### src/rtl/lpht_pkg.sv
// ============================================================================
// lpht_pkg
// Shared constants, codes and controller/datapath interface types for the
// linear probing hash table.
// ============================================================================
`default_nettype none

package lpht_pkg;

    localparam int CAPACITY  = 256;
    localparam int KEY_BYTES = 8;
    localparam int SLOTS     = 2 * CAPACITY;

    localparam int KEY_W   = 64;
    localparam int REQ_W   = 2;
    localparam int STAT_W  = 3;
    localparam int IDX_W   = $clog2(CAPACITY);
    localparam int CNT_W   = $clog2(CAPACITY + 1);
    localparam int SLOT_AW = $clog2(SLOTS);
    localparam int SLOT_W  = CNT_W + 1;
    localparam int BYTE_W  = 3;

    localparam logic [KEY_W-1:0] KEY_MASK = (KEY_BYTES >= 8) ? {KEY_W{1'b1}} :
        ((64'd1 << (8 * KEY_BYTES)) - 64'd1);

    // 64-bit FNV-1a; the slot index only needs the low bits of the hash
    localparam logic [63:0] FNV_BASIS = 64'hcbf29ce484222325;
    localparam logic [63:0] FNV_PRIME = 64'h00000100000001b3;
    localparam logic [SLOT_AW-1:0] FNV_BASIS_LO = FNV_BASIS[SLOT_AW-1:0];
    localparam logic [SLOT_AW-1:0] FNV_PRIME_LO = FNV_PRIME[SLOT_AW-1:0];

    localparam logic [SLOT_W-1:0] SLOT_EMPTY = '0;
    localparam logic [SLOT_W-1:0] SLOT_TOMB  = '1;
    localparam logic [CNT_W-1:0]  CNT_CAP    = CNT_W'(CAPACITY);
    localparam logic [BYTE_W-1:0] BYTE_LAST  = BYTE_W'(KEY_BYTES - 1);

    localparam logic [REQ_W-1:0] REQ_LOOKUP = 2'd0;
    localparam logic [REQ_W-1:0] REQ_INSERT = 2'd1;
    localparam logic [REQ_W-1:0] REQ_DELETE = 2'd2;

    localparam logic [STAT_W-1:0] ST_FOUND    = 3'd0;
    localparam logic [STAT_W-1:0] ST_NOTFOUND = 3'd1;
    localparam logic [STAT_W-1:0] ST_INSERTED = 3'd2;
    localparam logic [STAT_W-1:0] ST_FULL     = 3'd3;
    localparam logic [STAT_W-1:0] ST_DELETED  = 3'd4;

    localparam int IN_TDATA_W  = ((REQ_W + KEY_W + 7) / 8) * 8;
    localparam int OUT_TDATA_W = ((STAT_W + IDX_W + CNT_W + 7) / 8) * 8;

    typedef struct packed {
        logic clr_wr;
        logic load;
        logic hash_step;
        logic probe_chk;
        logic key_chk;
        logic decide;
        logic move_rd;
        logic move_wr;
        logic move_chk;
        logic out_load;
    } t_cmd;

    typedef struct packed {
        logic clr_last;
        logic hash_last;
        logic probe_last;
        logic slot_empty;
        logic slot_tomb;
        logic key_match;
        logic slot_is_last;
        logic need_move;
        logic out_free;
    } t_stat;

endpackage

`default_nettype wire

### src/rtl/lpht_ctrl.sv
// ============================================================================
// lpht_ctrl
// Request sequencer: clear pass, hash, probe, decide, relocate, respond.
// ============================================================================
`default_nettype none

module lpht_ctrl (
    input  wire logic           i_clk,
    input  wire logic           i_rst_n,
    input  wire logic           i_in_valid,
    output logic                o_in_ready,
    input  wire lpht_pkg::t_stat i_stat,
    output lpht_pkg::t_cmd      o_cmd
);

    localparam logic [3:0] S_CLR    = 4'd0;
    localparam logic [3:0] S_IDLE   = 4'd1;
    localparam logic [3:0] S_HASH   = 4'd2;
    localparam logic [3:0] S_PREAD  = 4'd3;
    localparam logic [3:0] S_PCHK   = 4'd4;
    localparam logic [3:0] S_KCHK   = 4'd5;
    localparam logic [3:0] S_DECIDE = 4'd6;
    localparam logic [3:0] S_MVRD   = 4'd7;
    localparam logic [3:0] S_MVWR   = 4'd8;
    localparam logic [3:0] S_MHASH  = 4'd9;
    localparam logic [3:0] S_MREAD  = 4'd10;
    localparam logic [3:0] S_MCHK   = 4'd11;
    localparam logic [3:0] S_RESP   = 4'd12;

    logic [3:0] r_state;
    logic [3:0] n_state;

    always_ff @(posedge i_clk) begin
        if (!i_rst_n) begin
            r_state <= S_CLR;
        end else begin
            r_state <= n_state;
        end
    end

    always_comb begin
        n_state    = r_state;
        o_cmd      = '0;
        o_in_ready = 1'b0;
        case (r_state)
            S_CLR: begin
                o_cmd.clr_wr = 1'b1;
                if (i_stat.clr_last) begin
                    n_state = S_IDLE;
                end
            end
            S_IDLE: begin
                o_in_ready = 1'b1;
                if (i_in_valid) begin
                    o_cmd.load = 1'b1;
                    n_state    = S_HASH;
                end
            end
            S_HASH: begin
                o_cmd.hash_step = 1'b1;
                if (i_stat.hash_last) begin
                    n_state = S_PREAD;
                end
            end
            S_PREAD: begin
                n_state = S_PCHK;
            end
            S_PCHK: begin
                o_cmd.probe_chk = 1'b1;
                if (i_stat.slot_empty) begin
                    n_state = S_DECIDE;
                end else if (i_stat.slot_tomb) begin
                    n_state = i_stat.probe_last ? S_DECIDE : S_PREAD;
                end else begin
                    n_state = S_KCHK;
                end
            end
            S_KCHK: begin
                o_cmd.key_chk = 1'b1;
                if (i_stat.key_match || i_stat.probe_last) begin
                    n_state = S_DECIDE;
                end else begin
                    n_state = S_PREAD;
                end
            end
            S_DECIDE: begin
                o_cmd.decide = 1'b1;
                n_state      = i_stat.need_move ? S_MVRD : S_RESP;
            end
            S_MVRD: begin
                o_cmd.move_rd = 1'b1;
                n_state       = S_MVWR;
            end
            S_MVWR: begin
                o_cmd.move_wr = 1'b1;
                n_state       = S_MHASH;
            end
            S_MHASH: begin
                o_cmd.hash_step = 1'b1;
                if (i_stat.hash_last) begin
                    n_state = S_MREAD;
                end
            end
            S_MREAD: begin
                n_state = S_MCHK;
            end
            S_MCHK: begin
                o_cmd.move_chk = 1'b1;
                if (i_stat.slot_empty || i_stat.slot_is_last || i_stat.probe_last) begin
                    n_state = S_RESP;
                end else begin
                    n_state = S_MREAD;
                end
            end
            S_RESP: begin
                if (i_stat.out_free) begin
                    o_cmd.out_load = 1'b1;
                    n_state        = S_IDLE;
                end
            end
            default: begin
                n_state = S_CLR;
            end
        endcase
    end

endmodule

`default_nettype wire

### config.mk
export PLATFORM = sky130hd
export DESIGN_NAME = lpht_ctrl
export DESIGN_NICKNAME = d
export VERILOG_FILES = /design/src/rtl/lpht_pkg.sv /design/src/rtl/lpht_ctrl.sv
export SDC_FILE = /design/constraint.sdc
export NUM_CORES = 1
export LEC_CHECK = 0
export ABC_CLOCK_PERIOD_IN_PS = 2750
export BUFFER_PORTS_ARGS = -buffer_cell sky130_fd_sc_hd__buf_2
export CORE_AREA = 2 2 39 41
export DETAILED_ROUTE_END_ITERATION = 8
export DIE_AREA = 0 0 41 43
export PLACE_DENSITY = 0.68
export SLEW_MARGIN = 20
export SYNTH_ARGS = -nofsm -noshare
export SYNTH_HDL_FRONTEND = slang
export SYNTH_SLANG_ARGS = --single-unit
### constraint.sdc
create_clock -name i_clk -period 2.75 [get_ports i_clk]
set_input_delay 0.275 -clock i_clk [delete_from_list [all_inputs] [get_ports i_clk]]
set_output_delay 0.275 -clock i_clk [all_outputs]
set_load 0.03 [all_outputs]
==> metrics.md <==
| Metric | Value |
|---|---|
| Status | finished clean |
| Largest register FFs | 4 |
| CP Launch Type | flip-flop |
| Synth Net Count | 87 |
| Grt ovf | 0 |
| Die width | between 40 and 50 µm |
| Total GRT Usage | between 10% and 20% |
| N_diodes | 0 |
| Yosys reg bits | 4 |
| DR WL met3 | about 84 µm |
| Mapped Area | about 520 µm² |
| Peak VDD IR | approximately 0.22 mV |
| Number of global-route vias before repair | slightly below 500 |
| Overall Power | 378 µW |
| Max-slew headroom | a little over half |
| Area growth from synthesis to final layout | 22.4% |
| Post-Syn Instances | 75 |
| Synth area leader | dfxtp_1 |
| Switching share of total power | between 40% and 50% |
| Data required, critical path | between 2 and 2.5 ns |
| Largest fanout on the critical path | 21 |
| Most frequent cells in the layout | buf_2, nor2_1, nand2b_1, nand2_1, inv_1 |
| Sequential power share | between 20 and 30% |
| Hold Path Origin | i_rst_n |
| Residual DRC count | 0 |
| Post-route clock period utilization | 72.8% |
| DP HPWL | ~930 µm |
| PortBufs | 22 |
| Via-per-instance ratio | approximately 5.7 |
| Most common cell after layout, fill and taps aside | buf_2 |
| Seq/Total Area, Yosys | approximately 15% |
| Max cap viols | 0 |
| Highest routed layer | met4 |
| Maximum root-to-sink buffer count | 2 |
| Setup TNS | 0 ns |
| R2r setup slk | between 0.9 and 1 ns |
| Die H | between 40 and 50 µm |
| H-Tree Depth | 1 |
| Met2 Wirelength | 613 µm |
| Reg clk slew, reported paths | about 0.04 ns |
| Drt first-iter violations | 11 |
| Unique masters post-synth | 36 |
| Biggest regs | r_state (4) |
| Antenna viol nets, final | 0 |
| Vias post-DR | just over 600 |
| Initial DRT Pass Iterations | 4 |
| PwrDens | approximately 590 nW/µm² |
| Comb power frac | roughly 49% |
| Hold Buf Count CTS | 0 |
| Fillers | about 150 |
| Die Area | around 1800 µm² |
| Number of flops mapped to enable cells by yosys | 0 |
| Root Buffer | clkbuf_4 |
| Min Tclk post-route | about 2 ns |
| Post-route insts no fill | around 110 |
| Area fraction of the dominant cell type after synthesis | 15.4% |
| Ys flop type | dfxtp_1 |
| DP Cell Count | 105 |
| Largest Register | r_state |
| WL met1 | between 500 and 600 µm |
| Clock power frac | about a fifth |
| R2R Path End | r_state[0] |
| Worst-Margin Slew | approximately 0.7 ns |
| Initial core utilization | between 30 and 40% |
| NetSw | around 180 µW |
| TritonCTS clock tree | yes |
| Fin Clk Skew | between 0.009 and 0.01 ns |
| Setup repair bufs after CTS | 0 |
| Setup violations, final | 0 |
| Max Slew Vio Count | 0 |
| Ports | 23 |
| WS Path Type | flip-flop to output port |
| Reg2Reg Depth | 4 |
| Drt wl/cell | around 12 µm |
| Worst setup EP type | output port |
| Clock buffer count from CTS | 3 |
| Placer congestion estimate | between 0.7 and 0.8 |
| Worst-Skew Late Latency | 0.25 ns |
| Final #Nets | ~110 |
| FP Rows | 14 |
| FMAX | roughly 500 MHz |
| Leakage | approximately 0.27 nW |
| Layout cells sized above 1 | between 30 and 40% |
| Leading post-synthesis cells by cell area | dfxtp_1, nand2b_1, nor2_1 |
| Hold Path Sink | r_state[3] |
| Crit path from | r_state[0] |
| DP Worst Slack | slightly below 1 ns |
| RSZ-0062 raised after global routing | false |
| Final WL | ~1.3 mm |
| Final Cell Area | 637 µm² |
| Worst Path Arrival | ~1.7 ns |
| Async S/R FF share, synth | 0% |
| Final hold violation count | 0 |
| Worst hold path depth | 3 |
| Hold WC Path Type | input pin to flip-flop |
| First-pass GRT wire length | between 2 and 2.5 mm |
| Average size of a mapped cell | between 6 and 7 µm² |
| Core Region | 1380 µm² |
| Largest net degree at the start of global routing | 24 |
| Worst Slack Setup Final | 0.749 ns |
| Post_cts resized | 0 |
| Area post-placement | ~610 µm² |
| Int Pwr | 198 µW |
| Launching point of the worst reg2reg path | r_state[0] |
| Sink Count | 4 |
| Synth Warn # | 0 |
| Initial antenna violation count | 0 |
## critical path, cell delays in order (launching register included)
cell and delay (ns):
dfxtp_1 0.77, nand2b_1 0.19, nor3_1 0.19, and2_1 0.15, buf_2 0.18
## power groups by stage
| stage | combinational [mW] | clock [mW] | sequential (mW) |
|---|---|---|---|
| global placement | 0.185 | 0 | 0.111 |
| finish | 0.186 | 0.0798 | 0.113 |
| CTS | 0.186 | 0.0812 | 0.111 |
| global route | 0.205 | 0.0858 | 0.116 |
| detailed placement | 0.185 | 0 | 0.112 |
| floorplan | 0.187 | 0 | 0.0717 |
## worst max-delay path by stage
stage                     cells after the start    endpoint  slack (ns)
after floorplan                               3    o_cmd[0]        0.52
after global placement                        4  r_state[0]        1.02
after detailed placement                      4  r_state[0]        0.98
after CTS                                     4    o_cmd[8]        0.76
after global routing                          4    o_cmd[8]        0.58
final                                         4    o_cmd[8]        0.75
## stage by stage
stage,hold slack (ns),util (%)
after floorplan,0.419,-
after global placement,0.548,44.4
after detailed placement,0.554,44.4
after CTS,0.299,46.0
after global routing,0.314,46.0
final,0.298,46.0
## cell type report
type / count / area, µm² / share of cell area (%)
multi-input combinational: 58 / 385 / 60.5
timing repair buffer: 22 / 110 / 17.3
sequential: 4 / 80.1 / 12.6
clock buffer: 3 / 22.5 / 3.54
tap: 16 / 20.0 / 3.14
inverter: 5 / 18.8 / 2.95
## per-layer routing
layer	global-route usage (%)	up-vias
met5	0	-
li1	-	315
met2	26.3	25
met1	19.4	268
met4	8.00	0
met3	6.28	3
## cells in the mapped netlist, types with 2 or more instances
master     number
and3_1          2
nand2b_1        5
nand2_1         5
clkbuf_1        5
o21ai_0         3
a2bb2oi_1       3
nor2_1          7
buf_2           2
nor4b_1         2
nor3_1          4
dfxtp_1         4
a21oi_1         4
inv_1           5
a211oi_2        2
## logic make-up after synthesis
| logic type | count (synthesis) | synth area share [%] |
|---|---|---|
| simple gates | 33 | 37.0 |
| compound gates | 23 | 33.4 |
| buf+inv | 13 | 10.6 |
| flops | 4 | 15.4 |
| xor+xnor | 1 | 1.68 |
| mux | 1 | 1.92 |
Power figures use the tool's default switching activity.
